`src/isb_pkg.sv`:
```
package isb_pkg;

  localparam int MAX_WIDTH  = 2048;
  localparam int MAX_HEIGHT = 2048;
  localparam int LINE_DEPTH = MAX_WIDTH / 2;
  localparam int SLOT_W     = $clog2(LINE_DEPTH);
  localparam int POS_W      = $clog2(MAX_WIDTH);
  localparam int WIDTH_W    = 12;
  localparam int COORD_W    = 12;
  localparam int PIX_W      = 8;
  localparam int SUM_W      = PIX_W + 1;
  localparam int ADDR_W     = 3;

  localparam logic [WIDTH_W-1:0] WIDTH_RESET = 12'd640;
  localparam logic [WIDTH_W-1:0] WIDTH_MAX   = WIDTH_W'(MAX_WIDTH);

  localparam logic MODE_UP   = 1'b0;
  localparam logic MODE_DOWN = 1'b1;

  localparam logic REG_MODE  = 1'b0;
  localparam logic REG_WIDTH = 1'b1;

  typedef struct packed {
    logic [PIX_W-1:0] pix;
    logic [PIX_W-1:0] left;
    logic [POS_W-1:0] row;
    logic [POS_W-1:0] col;
    logic             mode;
  } item_t;

endpackage

```
`src/isb_regs.sv`:
```
module isb_regs
  import isb_pkg::*;
(
  input  logic               clk,
  input  logic               rst,
  input  logic               psel,
  input  logic               penable,
  input  logic               pwrite,
  input  logic [ADDR_W-1:0]  paddr,
  input  logic [31:0]        pwdata,
  output logic [31:0]        prdata,
  output logic               pready,
  output logic               mode,
  output logic [WIDTH_W-1:0] frame_width
);

  logic wr_en;

  assign pready = 1'b1;
  assign wr_en  = psel && penable && pwrite && pready;

  always_ff @(posedge clk) begin
    if (rst) begin
      mode        <= MODE_UP;
      frame_width <= WIDTH_RESET;
    end else if (wr_en) begin
      unique case (paddr[2])
        REG_MODE:  mode        <= pwdata[0];
        REG_WIDTH: frame_width <= pwdata[WIDTH_W-1:0];
        default:   ;
      endcase
    end
  end

  always_comb begin
    prdata = '0;
    unique case (paddr[2])
      REG_MODE:  prdata = {31'd0, mode};
      REG_WIDTH: prdata = {{(32-WIDTH_W){1'b0}}, frame_width};
      default:   prdata = '0;
    endcase
  end

endmodule

```
`config.mk`:
```
export PLATFORM = sky130hd
export DESIGN_NAME = isb_regs
export DESIGN_NICKNAME = d
export VERILOG_FILES = /design/src/isb_pkg.sv /design/src/isb_regs.sv
export SDC_FILE = /design/constraint.sdc
export NUM_CORES = 1
export LEC_CHECK = 0
export ABC_CLOCK_PERIOD_IN_PS = 800
export BUFFER_PORTS_ARGS = -buffer_cell sky130_fd_sc_hd__buf_2
export CAP_MARGIN = 20
export CORE_MARGIN = 1
export CORE_UTILIZATION = 31
export CTS_CLUSTER_SIZE = 12
export DETAILED_ROUTE_END_ITERATION = 6
export GPL_TIMING_DRIVEN = 0
export HOLD_SLACK_MARGIN = 0.03
export PLACE_DENSITY = 0.75
export REMOVE_ABC_BUFFERS = 1
export SYNTH_ARGS = -nofsm -noshare
export SYNTH_HDL_FRONTEND = slang
export SYNTH_SLANG_ARGS = --single-unit
```
`constraint.sdc`:
```
create_clock -name clk -period 0.8 [get_ports clk]
set_input_delay 0 -clock clk [delete_from_list [all_inputs] [get_ports clk]]
set_output_delay 0 -clock clk [all_outputs]
set_load 0.02 [all_outputs]
```
==> flow_metrics.tcl <==
set metrics [dict create \
    ys_ff_latch 13 \
    area_growth_pct 62.3 \
    via_per_inst 4.22 \
    drt-initial-drc-count 0 \
    combPwrFrac_pct 26.5 \
    synth.cell_area_um2 842 \
    critPathKind "flip-flop to output port" \
    clkTransAtPathRegs_ns 0.08 \
    end_kind "output port" \
    grt_overflow 0 \
    finalWirelength_mm 2.10 \
    cts_tree "done" \
    seq_power_share_pct 45.7 \
    antenna_cells 0 \
    setup-violations-final 14 \
    final_cell_mix "buf_6, conb_1, nand2b_1" \
    clkLatencyLatePin_ns 0.27 \
    fin_crit_sh_pct 124 \
    fp.dieH_um 54.1 \
    synth_largest_area_cell "dfxtp_1" \
    maxSlewViolCount 0 \
    ant_nets 0 \
    worstPathCellList "mux2_4 > buf_6" \
    fin_skew_ns 0 \
    intPower_mw 1.04 \
    portBuffers 42 \
    grt.total_usage_pct 14.0 \
    yosysWarnings 0 \
    net-switching-power_mw 0.440 \
    numCtsBuffers 3 \
    status "finished, violations left" \
    drt_first_pass_iters 1 \
    start_kind "flip-flop" \
    grt_antenna_before_repair 0 \
    peakVddDrop_mv 0.632 \
    die_w_um 54.1 \
    seq_area_frac_synth_pct 30.9 \
    total_leakage_power_nw 0.646 \
    fin_ws_ns -0.190 \
    power_density_nw_per_um2 1080 \
    clkPwrFrac_pct 27.8 \
    maxCapViolCount 0 \
    crit_slowest_cell "dfxtp_2" \
    place_congestion 0.599 \
    r2r_slack_ns 0.02 \
    swShare_pct 29.8 \
    violations "negative setup slack" \
    htree_levels 1 \
    cp_max_fo 2 \
    io_pins 86 \
    synthTopCellsByArea "dfxtp_1, buf_4, nand2b_1" \
    clockBufferDepth 2 \
    rows 18 \
    vias 763 \
    dieArea_um2 2930 \
    critPathArrivalTime_ns 0.99 \
    wl_per_cell_um 11.6 \
    crit_required_ns 0.80 \
    cpPeakStageDelay_ns 0.33 \
    dp_hpwl_mm 1.18 \
    drive_above_1_share_pct 52.3 \
    synth_cell_types 13 \
    initial_utilization_pct 33.4 \
    hold_viol 0 \
    netlist_instances 93 \
    cts-root-buf "clkbuf_4" \
    synth_top_area_share_pct 30.9 \
    grt_start_max_net_pins 26 \
    grt_pass1_vias 646 \
    core-area_um2 2520 \
    clkSinkCount 13 \
    finish.utilization_pct 54.2 \
    hold_class "input pin to flip-flop" \
    grt_first_pass_wirelength_mm 2.84 \
    fin_nets 192 \
    finalSetupTns_ns -1.13 \
    rsz0062_at_grt "yes" \
    timing.fmax_mhz 1010 \
    finalCriticalPeriod_ns 0.990 \
    final_common_cell "buf_6" \
    avgSynthCellArea_um2 9.05 \
    drc_errors 0 \
]
-- area by class of cell --
type	instances	area [µm²]
fillers	239	1160
repair buffers	61	532
multi-input cells	73	494
flip-flops and latches	13	277
well taps	30	37.5
clock buffers	4	26.3
-- critical path: cells and delay by family (launching register included) --
family | cells | cell delay, ns
multiplexers | 1 | 0.27
flip-flops | 1 | 0.33
buffers and inverters | 1 | 0.13
-- layer usage --
| layer | GRT usage (%) | share of wire, % | vias up | routed length [µm] |
|---|---|---|---|---|
| li1 | - | - | 365 | - |
| met1 | 15.4 | 38 | 350 | 798 |
| met2 | 24.6 | 55 | 48 | 1160 |
| met3 | 3.95 | 6.8 | 0 | 143 |
| met4 | 6.41 | 0 | 0 | 0 |
| met5 | 0 | 0 | - | 0 |
-- cells by family (layout without fill, tap and decap cells) --
family,Yosys count,in the layout,share of synthesized area [%]
buffers and inverters,26,65,23.8
muxes,14,14,16.8
DFF,13,13,30.9
other,2,21,0.892
and+or+nand+nor,38,38,27.6
-- repair_timing --
action | 4_1_cts | 5_1_grt
endpoints found under the hold margin | 13 | 0
gates resized for setup | 52 | 25
cloned | 0 | 0
setup endpoints to repair | 36 | 25
hold buffers | 12 | 0
buffers inserted | 3 | 5
-- state kept, by name (all words and copies together) (netlist names) --
name and cells:
frame_width 12, mode 1
-- stage by stage --
stage | total power [mW] | instances | cell area, µm² | setup WS (ns) | hold WS [ns]
after detailed placement | 0.967 | 158 | 961 | -0.525 | 0.268
after global routing | 1.58 | 181 | 1370 | -0.245 | 0.0466
final | 1.48 | 181 | 1370 | -0.190 | 0.0521
after floorplan | 0.869 | 86 | 713 | -0.0354 | 0.155
after CTS | 1.47 | 177 | 1260 | -0.208 | 0.0321
after global placement | 0.958 | 158 | 961 | -0.472 | 0.255
-- Yosys cell counts (all sizes together) --
master and count:
and2 11, and4 1, buf 23, clkbuf 3, conb 2, dfxtp 13, mux2 1, mux2i 13
nand2b 21, nand4b 1, nor2 4
-- power by group through the flow --
| stage | clock (mW) | combinational, mW | sequential, mW |
|---|---|---|---|
| finish | 0.411 | 0.391 | 0.676 |
| global route | 0.482 | 0.423 | 0.678 |
| CTS | 0.433 | 0.364 | 0.673 |
| detailed placement | 0 | 0.281 | 0.686 |
| global placement | 0 | 0.274 | 0.684 |
| floorplan | 0 | 0.166 | 0.702 |
-- worst paths after layout --
check / start / end / cells after the start
setup / recovery: mode$_SDFFE_PP0P_ / prdata[0] / 2
hold / removal: penable / mode$_SDFFE_PP0P_ / 3
setup reg to reg: mode$_SDFFE_PP0P_ / mode$_SDFFE_PP0P_ / 4
hold reg to reg: frame_width[11]$_SDFFE_PP0P_ / frame_width[11]$_SDFFE_PP0P_ / 2
Note: power is estimated with default switching activity, not from simulation.
