**config.mk**
```make
export PLATFORM = sky130hd
export DESIGN_NAME = isb_emit
export DESIGN_NICKNAME = d
export VERILOG_FILES = /design/src/isb_pkg.sv /design/src/isb_emit.sv
export SDC_FILE = /design/constraint.sdc
export NUM_CORES = 1
export LEC_CHECK = 0
export BUFFER_PORTS_ARGS = -buffer_cell sky130_fd_sc_hd__clkbuf_2
export CORE_AREA = 2 2 117 119
export CTS_CLUSTER_DIAMETER = 40
export DETAILED_ROUTE_END_ITERATION = 7
export DIE_AREA = 0 0 119 121
export GPL_ROUTABILITY_DRIVEN = 0
export GPL_TIMING_DRIVEN = 0
export PLACE_DENSITY = 0.47
export SLEW_MARGIN = 20
export SYNTH_ARGS = -nofsm -noshare
export SYNTH_HDL_FRONTEND = slang
export SYNTH_SLANG_ARGS = --single-unit
```
**constraint.sdc**
```tcl
create_clock -name clk -period 4.91 [get_ports clk]
set_clock_uncertainty 0.05 [all_clocks]
set_input_delay 0 -clock clk [delete_from_list [all_inputs] [get_ports clk]]
set_output_delay 0 -clock clk [all_outputs]
set_load 0.01 [all_outputs]
```
**src/isb_pkg.sv**
```systemverilog
package isb_pkg;

  localparam int MAX_WIDTH  = 2048;
  localparam int MAX_HEIGHT = 2048;
  localparam int LINE_DEPTH = MAX_WIDTH / 2;
  localparam int SLOT_W     = $clog2(LINE_DEPTH);
  localparam int POS_W      = $clog2(MAX_WIDTH);
  localparam int WIDTH_W    = 12;
  localparam int COORD_W    = 12;
  localparam int PIX_W      = 8;
  localparam int SUM_W      = PIX_W + 1;
  localparam int ADDR_W     = 3;

  localparam logic [WIDTH_W-1:0] WIDTH_RESET = 12'd640;
  localparam logic [WIDTH_W-1:0] WIDTH_MAX   = WIDTH_W'(MAX_WIDTH);

  localparam logic MODE_UP   = 1'b0;
  localparam logic MODE_DOWN = 1'b1;

  localparam logic REG_MODE  = 1'b0;
  localparam logic REG_WIDTH = 1'b1;

  typedef struct packed {
    logic [PIX_W-1:0] pix;
    logic [PIX_W-1:0] left;
    logic [POS_W-1:0] row;
    logic [POS_W-1:0] col;
    logic             mode;
  } item_t;

endpackage

```
**src/isb_emit.sv**
```systemverilog
module isb_emit
  import isb_pkg::*;
(
  input  logic             clk,
  input  logic             rst,
  input  logic             load,
  input  item_t            item_in,
  input  logic [SUM_W-1:0] line_sum,
  output logic             ready,
  output logic             m_tvalid,
  input  logic             m_tready,
  output logic [31:0]      m_tdata,
  output logic             m_tlast
);

  item_t              item;
  logic               item_valid;
  logic [1:0]         idx;
  logic [SUM_W:0]     sum;
  logic [PIX_W-1:0]   res_pix;
  logic [COORD_W-1:0] res_row;
  logic [COORD_W-1:0] res_col;
  logic               res_last;
  logic               out_load;
  logic               advance;
  logic               item_done;

  assign sum = (SUM_W+1)'(line_sum) + (SUM_W+1)'(item.left) + (SUM_W+1)'(item.pix);

  always_comb begin
    if (item.mode == MODE_UP) begin
      res_pix  = item.pix;
      res_row  = {item.row, idx[1]};
      res_col  = {item.col, idx[0]};
      res_last = (idx == 2'd3);
    end else begin
      res_pix  = sum[SUM_W:2];
      res_row  = COORD_W'(item.row[POS_W-1:1]);
      res_col  = COORD_W'(item.col[POS_W-1:1]);
      res_last = 1'b1;
    end
  end

  assign out_load  = !m_tvalid || m_tready;
  assign advance   = item_valid && out_load;
  assign item_done = advance && res_last;
  assign ready     = !item_valid || item_done;

  always_ff @(posedge clk) begin
    if (load) begin
      item <= item_in;
    end
  end

  always_ff @(posedge clk) begin
    if (rst) begin
      item_valid <= 1'b0;
      idx        <= '0;
    end else if (load) begin
      item_valid <= 1'b1;
      idx        <= '0;
    end else if (item_done) begin
      item_valid <= 1'b0;
      idx        <= '0;
    end else if (advance) begin
      idx <= idx + 2'd1;
    end
  end

  always_ff @(posedge clk) begin
    if (rst) begin
      m_tvalid <= 1'b0;
    end else if (out_load) begin
      m_tvalid <= item_valid;
    end
  end

  always_ff @(posedge clk) begin
    if (advance) begin
      m_tdata <= {res_col, res_row, res_pix};
      m_tlast <= res_last;
    end
  end

  a_idx_idle: assert property (@(posedge clk) disable iff (rst)
    !item_valid |-> idx == 2'd0)
    else $error("result index moved without an item");

  a_idx_down: assert property (@(posedge clk) disable iff (rst)
    (item_valid && item.mode == MODE_DOWN) |-> idx == 2'd0)
    else $error("downscale item emitted more than one result");

  a_hold_item: assert property (@(posedge clk) disable iff (rst)
    (item_valid && !item_done) |=> item_valid)
    else $error("item dropped before its last result");

  a_no_overrun: assert property (@(posedge clk) disable iff (rst)
    load |-> ready)
    else $error("item loaded while previous one still emitting");

endmodule

```
==> results_dict.tcl, run 1 <==
set metrics [dict create \
    wire_per_inst_um 12.9 \
    post-place-ws_ps 2170 \
    dp_hpwl_um 4620 \
    cts.sinks 76 \
    synth_warnings 0 \
    initial_core_util_pct 24.5 \
    cts_buffers 9 \
    synth_cells 190 \
    powerDensity_nw_per_um2 393 \
    end_kind "flip-flop" \
    cts_tree "built" \
    status "complete, no violations" \
    max-cap-violations 0 \
    avgViaCountPerCell 3.91 \
    post-route-min-period_ps 2760 \
    clkPwrFrac_pct 39.8 \
    fin_ws_ps 2150 \
    p_int_mw 1.38 \
    diodes 0 \
    path_class "flip-flop to flip-flop" \
    hp-class "primary input to flip-flop" \
    cts-htree-levels 3 \
    fmax_ghz 0.362 \
    seq_area_frac_synth_pct 70.1 \
    rsz0062_at_grt "false" \
    grt_start_max_net_pins 43 \
    grt_pass1_vias 2130 \
    critical_path_required_ps 5020 \
    fp.dieH_um 121 \
    coreArea_um2 13100 \
    drtIter0Drc 80 \
    power_mw 1.80 \
    rows 42 \
    crit_fanout 3 \
    synthesis.nets 259 \
    finalHoldViolCount 0 \
    grt-ovfl-total 0 \
    layout_worst_path_cycle_share_pct 56.2 \
    combPwrFrac_pct 16.0 \
    syn_to_final_growth_pct 43.4 \
    gr-usage-all-layers_pct 9.83 \
    hold_buffers 41 \
    dr.pass1.iters 4 \
    grt_pass1_wl_um 10600 \
    synth_ff_type "edfxtp_1" \
    worstPathArrival_ps 2870 \
    async_reset_ff_share_pct 0 \
    p_sw_share_pct 23.3 \
    ys_ff_latch 76 \
    setup_viol_count_final 0 \
    dp_cells 452 \
    die_x_um 119 \
    clk_pin_slew_ps 60 \
    antenna_found_initial 0 \
    finalSetupTns_ps 0 \
    drive_above_1_share_pct 40.8 \
    layout.nets 397 \
    post-route-util_pct 35.1 \
    clockRootBuffer "clkbuf_16" \
    worst_pin_slew_ps 990 \
    num_io_pins 87 \
    clock_latency_ps 330 \
    finalWirelength_um 6570 \
    postCtsSetupBuffers 0 \
    vdd_drop_max_mv 0.152 \
    die_area_um2 14400 \
    finalMaxSlewViolations 0 \
    ant_nets 0 \
    p_leak_nw 1.83 \
    io_buffers 86 \
    relSlewSlack_pct 34.0 \
    stdcell_count 509 \
    startpoint_type "flip-flop" \
    clock_path_buffers 2 \
    synth_edf_count 72 \
    pwr-share-seq_pct 44.2 \
    via_count 1990 \
    syn_area_per_cell_um2 16.8 \
    switching_power_mw 0.421 \
    synthesis.area_um2 3200 \
    post_synth_num_cell_types 30 \
    ctsResizeCount 0 \
    drc 0 \
]
[kinds of logic after synthesis]
logic type      synth area share, %
compound gates                 5.20
mux                            8.52
flops                          70.1
xor+xnor                      0.821
fa+ha+maj                      8.52
buf+inv                        1.76
simple gates                   5.12
[layer usage]
| metal | routed length, um | vias up | global-route usage, % | share of wire (%) |
|---|---|---|---|---|
| met5 | 0 | - | 0 | 0 |
| met1 | 3090 | 947 | 12.6 | 47 |
| met4 | 129 | 0 | 4.69 | 2.0 |
| met3 | 281 | 9 | 2.96 | 4.3 |
| met2 | 3060 | 56 | 15.2 | 47 |
| li1 | - | 978 | - | - |
[cell usage after synthesis (2+ instances only)]
master    number  area [um^2]
a21o_1         2         15.0
a21oi_1        7         35.0
a21oi_2        3         26.3
and2_1         2         12.5
buf_2          3         15.0
dfxtp_1        4         80.1
edfxtp_1      72         2160
fa_1           8          160
ha_1           9          113
inv_1         10         37.5
mux2_2        22          248
nand2_1        9         33.8
nand2b_1       4         25.0
nand3_1        2         10.0
nor2_1         5         18.8
nor2b_1        5         31.3
nor3_1         4         20.0
o21ai_0        5         25.0
or2_2          2         12.5
xnor2_1        2         17.5
[stage by stage]
| stage | hold WS (ps) | area, um^2 |
|---|---|---|
| 2_1_floorplan | 19.1 | 3200 |
| 3_3_place_gp | 128 | 3850 |
| 3_5_place_dp | 129 | 3850 |
| 4_1_cts | 200 | 4590 |
| 5_1_grt | 252 | 4590 |
| 6_report | 204 | 4590 |
[path summary, 6_finish.rpt]
| kind | from | end | slack (ps) | cells after the start |
|---|---|---|---|---|
| setup / recovery | item[32] | m_tdata[7] | 2150 | 9 |
| hold / removal | line_sum[8] | m_tdata[7] | 200 | 4 |
| setup reg to reg | item[32] | m_tdata[7] | 2150 | 9 |
| hold reg to reg | item_valid | m_tvalid | 430 | 2 |
[cell type report]
| type | instances | area (um^2) |
|---|---|---|
| Tap cell | 176 | 220 |
| Clock inverter | 5 | 83.8 |
| Sequential cell | 76 | 2240 |
| Buffer | 4 | 18.8 |
| Clock buffer | 11 | 243 |
| Inverter | 10 | 37.5 |
| Timing Repair Buffer | 127 | 841 |
| Fill cell | 1290 | 8500 |
| Multi-Input combinational cell | 100 | 902 |
[power groups by stage]
stage	registers (mW)	clock network, mW	logic (mW)
floorplan	0.818	0	0.165
global placement	0.811	0	0.264
detailed placement	0.811	0	0.268
CTS	0.798	0.741	0.295
global route	0.802	0.771	0.325
finish	0.796	0.718	0.289
[state kept, by name, indices dropped and copies added, names as in the netlist]
signal	flops
m_tdata	32
m_tvalid	1
idx	2
item	39
item_valid	1
m_tlast	1
[layout by cell type, fill, tap and decap left out, drive strengths merged]
| cell | Yosys | final |
|---|---|---|
| a211oi | 1 | 1 |
| xnor2 | 2 | 2 |
| mux2i | 1 | 1 |
| nor2b | 5 | 5 |
| mux2 | 23 | 23 |
| nor3 | 4 | 4 |
| clkinvlp | 0 | 2 |
| o21ai | 6 | 6 |
| a31oi | 1 | 1 |
| buf | 3 | 4 |
| or2 | 2 | 2 |
| a21oi | 10 | 10 |
| bufinv | 0 | 2 |
| nand2b | 4 | 4 |
| nor2 | 5 | 5 |
| a21boi | 1 | 1 |
| o31ai | 2 | 2 |
| clkbuf | 1 | 97 |
| edfxtp | 72 | 72 |
| fa | 8 | 8 |
| and2 | 2 | 2 |
| nand3 | 2 | 2 |
| ha | 9 | 9 |
| nand2 | 9 | 9 |
| dfxtp | 4 | 4 |
| inv | 10 | 11 |
| a21o | 2 | 2 |
| dlygate4sd3 | 0 | 41 |
| xor2 | 1 | 1 |
[worst max-delay path, stage by stage (launching register included)]
cell and delay [ps]:
edfxtp_1 360, inv_1 90, fa_1 470, or2_2 340
fa_1 380, nand2b_1 220, a21oi_2 180, o21ai_1 120
nor2b_1 160, o31ai_1 230
Power figures use the tool's default switching activity.
==> inputs of run 2 (changes only) <==
--- a/config.mk
+++ b/config.mk
@@ -12,7 +12,7 @@
 export DIE_AREA = 0 0 119 121
 export GPL_ROUTABILITY_DRIVEN = 0
 export GPL_TIMING_DRIVEN = 0
-export PLACE_DENSITY = 0.47
+export PLACE_DENSITY = 0.49
 export SLEW_MARGIN = 20
 export SYNTH_ARGS = -nofsm -noshare
 export SYNTH_HDL_FRONTEND = slang
==> constraint.sdc (replaced) <==
create_clock -name clk -period 2.4 [get_ports clk]
set_clock_uncertainty 0.05 [all_clocks]
set_input_delay 0 -clock clk [delete_from_list [all_inputs] [get_ports clk]]
set_output_delay 0 -clock clk [all_outputs]
set_load 0.01 [all_outputs]
==> run 2 against run 1 <==
The flow now finishes with violations (setup timing). Sequential power rose by 100%. Critical path depth did not move. Wire length rose by 2.3%. Cell count rose by 0.98%. Non-clock buffer count rose by 5. Flip-flop and latch count did not move. Combinational power rose by 140%. Core utilization rose by 0.76 points. Via count fell by 0.45%. Global-route usage barely moved. Largest cell class unchanged. Highest routed layer unchanged.
==> results_dict.tcl, run 2 (synthesized netlist as in run 1, its figures left out) <==
set metrics [dict create \
    status "finished, violations left" \
    violations "setup timing" \
    layout.cells.most_common "clkbuf_2" \
    clockRootBuffer "clkbuf_16" \
    critical_path_required_ps 2430 \
    fmax_ghz 0.406 \
    clk_pin_slew_ps 60 \
    die_x_um 119 \
    worstPathArrival_ps 2490 \
    wire_per_inst_um 13.1 \
    grt_start_max_net_pins 43 \
    grt-ovfl-total 0 \
    clock_latency_ps 340 \
    initial_core_util_pct 24.5 \
    num_io_pins 87 \
    ant_nets 0 \
    worst_pin_slew_ps 978 \
    vdd_drop_max_mv 0.256 \
    grt_pass1_vias 2099 \
    post-place-ws_ps -220 \
    cts-htree-levels 3 \
    coreArea_um2 13100 \
    finalMaxSlewViolations 0 \
    syn_to_final_growth_pct 46.4 \
    whs_path_depth 4 \
    finalSetupTns_ps -113 \
    avgViaCountPerCell 3.85 \
    timing.hold.ws_ps 52.8 \
    powerDensity_nw_per_um2 801 \
    gr-usage-all-layers_pct 9.82 \
    p_leak_nw 1.88 \
    rows 42 \
    relSlewSlack_pct 34.8 \
    diodes 0 \
    max-cap-violations 0 \
    r2r_cells 9 \
    layout_worst_path_cycle_share_pct 103 \
    finalWirelength_um 6720 \
    path_class "flip-flop to flip-flop" \
    die_area_um2 14400 \
    fin_ws_ps -65.4 \
    startpoint_type "flip-flop" \
    dr.pass1.iters 4 \
    power_mw 3.75 \
    cts_buffers 9 \
    drc 0 \
    antenna_found_initial 0 \
    finalHoldViolCount 0 \
    io_buffers 86 \
    rsz0062_at_grt "true" \
    clock_path_buffers 2 \
    cts_tree "built" \
    final_cell_mix "85 x clkbuf_2, 72 x edfxtp_1, 41 x dlygate4sd3_1, 20 x mux2_2, 9 x clkbuf_16" \
    grt_pass1_wl_um 10500 \
    cts.sinks 76 \
    end_kind "flip-flop" \
    fp.dieH_um 121 \
    hp-class "primary input to flip-flop" \
    setup_viol_count_final 2 \
    largest_register_ffs 39 \
    dp_hpwl_um 4640 \
    drive_above_1_share_pct 44.7 \
    post-route-min-period_ps 2470 \
    via_count 1981 \
    max_flop_register "item" \
    crit_fanout 3 \
    drtIter0Drc 90 \
    layout.nets 402 \
    reg_top3 "item x39, m_tdata x32, idx x2" \
]
run 2: final timing paths:
path	start	endpoint	slack, ps
max	item[32]	m_tdata[5]	-70
min	m_tready	item_valid	50
max reg2reg	item[32]	m_tdata[5]	-70
min reg2reg	idx[1]	idx[1]	500
run 2: stage by stage:
stage	area (um^2)	std cells	utilization [%]
after floorplan	3210	190	-
after global placement	3860	452	29.5
after detailed placement	3860	452	29.5
after CTS	4660	513	35.6
after global routing	4690	514	35.8
final	4690	514	35.8
run 2: area by class of cell:
cell class	instances	area, um^2
timing repair buffer	132	878
inverter	10	37.5
fill	1295	8400
clock buffer	10	229
multi-input combinational	100	973
clock inverter	6	87.6
tap	176	220
sequential	76	2240
buffer	4	18.8
run 2: power breakdown:
part	switching, mW	internal [mW]
Sequential	0.0400	1.59
Clock	0.525	0.912
Combinational	0.330	0.356
Total	0.895	2.86
run 2: layer usage:
metal	vias to the layer above	GRT usage [%]	share of wire, %
met5	-	0	0
met4	0	6.03	2.5
met3	11	2.49	3.9
met2	51	15.6	47
met1	930	12.0	47
li1	989	-	-
run 2: critical path: stages (launching register included):
cell,delay (ps)
edfxtp_1,390
inv_2,80
fa_2,450
or2_4,260
fa_2,340
nand2b_4,170
a21oi_4,150
o21ai_2,80
mux2i_1,160
nand3_1,90
run 2: timing repair:
item / CTS / global route
hold endpoints to repair: 43 / 0
hold buffers: 41 / 0
pin swaps: 8 / 5
setup buffers: 4 / 1
endpoints found under the setup margin: 5 / 6
resized for setup: 9 / 3
==> inputs of run 3 (changes only) <==
--- a/config.mk
+++ b/config.mk
@@ -6,13 +6,13 @@
 export NUM_CORES = 1
 export LEC_CHECK = 0
 export BUFFER_PORTS_ARGS = -buffer_cell sky130_fd_sc_hd__clkbuf_2
-export CORE_AREA = 2 2 117 119
+export CORE_AREA = 2 2 86 88
 export CTS_CLUSTER_DIAMETER = 40
 export DETAILED_ROUTE_END_ITERATION = 7
-export DIE_AREA = 0 0 119 121
+export DIE_AREA = 0 0 88 90
 export GPL_ROUTABILITY_DRIVEN = 0
 export GPL_TIMING_DRIVEN = 0
-export PLACE_DENSITY = 0.49
+export PLACE_DENSITY = 0.78
 export SLEW_MARGIN = 20
 export SYNTH_ARGS = -nofsm -noshare
 export SYNTH_HDL_FRONTEND = slang
==> run 3 against run 2 <==
The flow still finishes with violations (setup timing). Design area shrank 5.0%. Critical path depth is the same. Clock-buffer cell count grew 2. Maximum frequency shrank 1.5%. Combinational power grew 0.9%. Worst hold slack gained 160 ps. Power shrank 15%. Worst setup slack lost 38 ps.
==> results_dict.tcl, run 3 (synthesized netlist as in run 1, its figures left out) <==
set metrics [dict create \
    fin_ws_ps -104 \
    finalHoldViolCount 0 \
    post-route-min-period_ps 2500 \
    pwr-share-seq_pct 50.8 \
    vdd_drop_max_mv 0.395 \
    ant_nets 0 \
    worstPathArrival_ps 2620 \
    end_kind "flip-flop" \
    fmax_ghz 0.399 \
    wire_per_inst_um 14.2 \
    max-cap-violations 0 \
    cts_tree "built" \
    startpoint_type "flip-flop" \
    reg2reg_from "item[24]" \
    dr.pass1.iters 4 \
    gr-usage-all-layers_pct 16.9 \
    timing.rr.end "m_tdata[7]" \
    avgViaCountPerCell 4.59 \
    final_cell_mix "86 x clkbuf_2, 72 x edfxtp_1, 41 x dlygate4sd3_1, 20 x mux2_2, 11 x clkbuf_8" \
    clock_path_buffers 2 \
    cts_buffers 9 \
    finalSetupTns_ps -224 \
    reg_top3 "item x39, m_tdata x32, idx x2" \
    dp_cells 375 \
    hold-path-endpoint "m_tdata[7]" \
    clockRootBuffer "clkbuf_8" \
    syn_to_final_growth_pct 39.1 \
    p_sw_share_pct 25.9 \
    grt_pass1_wl_um 9940 \
    fill_cells 507 \
    drc 0 \
    io_buffers 86 \
    drtIter0Drc 50 \
    path_class "flip-flop to flip-flop" \
    relSlewSlack_pct 32.7 \
    grt_pass1_vias 2190 \
    seqCellArea_um2 2240 \
    largest_register_ffs 39 \
    r2r_slack_ps -100 \
    hold_path.startpoint "line_sum[8]" \
    max_flop_register "item" \
    clk_pin_slew_ps 70 \
    rsz0062_at_grt "true" \
    p_leak_nw 1.80 \
    post-place-ws_ps -169 \
    status "finished, violations left" \
    finalWirelength_um 6210 \
    critical_path_required_ps 2510 \
    num_io_pins 87 \
    antenna_found_initial 0 \
    via_count 2002 \
    crit_fanout 2 \
    switching_power_mw 0.829 \
    violations "setup timing" \
    die_area_um2 7920 \
    rows 31 \
    diodes 0 \
    dp_hpwl_um 3920 \
    hp-class "primary input to flip-flop" \
    r2r_cells 9 \
    finalMaxSlewViolations 0 \
    setup_viol_count_final 4 \
    layout.cells.most_common "clkbuf_2" \
    clkPwrFrac_pct 27.6 \
    powerDensity_nw_per_um2 719 \
    fp.dieH_um 90 \
    die_x_um 88 \
    multi_input_area_um2 976 \
    grt-ovfl-total 0 \
    stdcell_count 436 \
    layout_worst_path_cycle_share_pct 104 \
    cts-htree-levels 3 \
    grt_start_max_net_pins 43 \
    cts.sinks 76 \
    initial_core_util_pct 45.6 \
    coreArea_um2 7020 \
    layout.nets 401 \
    whs_path_depth 6 \
    drive_above_1_share_pct 44.2 \
    p_int_mw 2.37 \
    clock_latency_ps 340 \
    combPwrFrac_pct 21.6 \
    worst_pin_slew_ps 1010 \
]
## run 3: metal layers
metal	vias to the layer above	track usage, %	part of all wire, %
met1	945	20.4	41
met2	61	28.9	54
met5	-	0	0
met4	0	8.08	1.6
li1	988	-	-
met3	8	2.94	3.6
## run 3: power by group through the flow
stage	clock network (mW)	registers (mW)	logic, mW
floorplan	0	1.67	0.348
global placement	0	1.65	0.529
detailed placement	0	1.66	0.552
CTS	0.906	1.63	0.682
global route	0.958	1.64	0.759
finish	0.885	1.63	0.691
## run 3: stage by stage
stage	instance area (um^2)	power [mW]	utilization [%]	hold slack, ps
finish	4450	3.20	63.4	216
global route	4450	3.36	63.4	238
CTS	4450	3.22	63.3	200
detailed placement	3770	2.21	53.7	129
global placement	3770	2.18	53.7	128
floorplan	3210	2.02	-	19.1
## run 3: worst max path at each step
stage / endpoint / start / slack (ps)
floorplan: m_tdata[7] / item[32] / 0.6
global placement: m_tdata[7] / item[32] / -150
detailed placement: m_tdata[7] / item[24] / -170
CTS: m_tdata[7] / item[24] / -100
global route: m_tdata[7] / item[24] / -200
finish: m_tdata[7] / item[24] / -100
## run 3: area by class of cell
| type | instances | area share (%) |
|---|---|---|
| clock buffer | 12 | 3.48 |
| sequential | 76 | 50.4 |
| tap | 99 | 2.78 |
| buffer | 4 | 0.421 |
| timing repair buffer | 131 | 19.6 |
| inverter | 10 | 0.843 |
| clock inverter | 4 | 0.562 |
| multi-input combinational | 100 | 21.9 |
## run 3: critical path, stage by stage, from the launching register on
cell      delay [ps]
edfxtp_1         400
inv_2             80
fa_2             440
or2_4            260
fa_2             340
nand2b_4         170
a21oi_4          160
o21ai_2           80
nor2b_1          140
o31ai_1          200
## run 3: what timing repair did
item / in CTS / in global routing
hold endpoints to repair: 43 / 0
setup buffers: 4 / 0
pin swaps: 14 / 5
gates resized for setup: 11 / 2
endpoints found under the setup margin: 6 / 6
hold buffers: 41 / 0
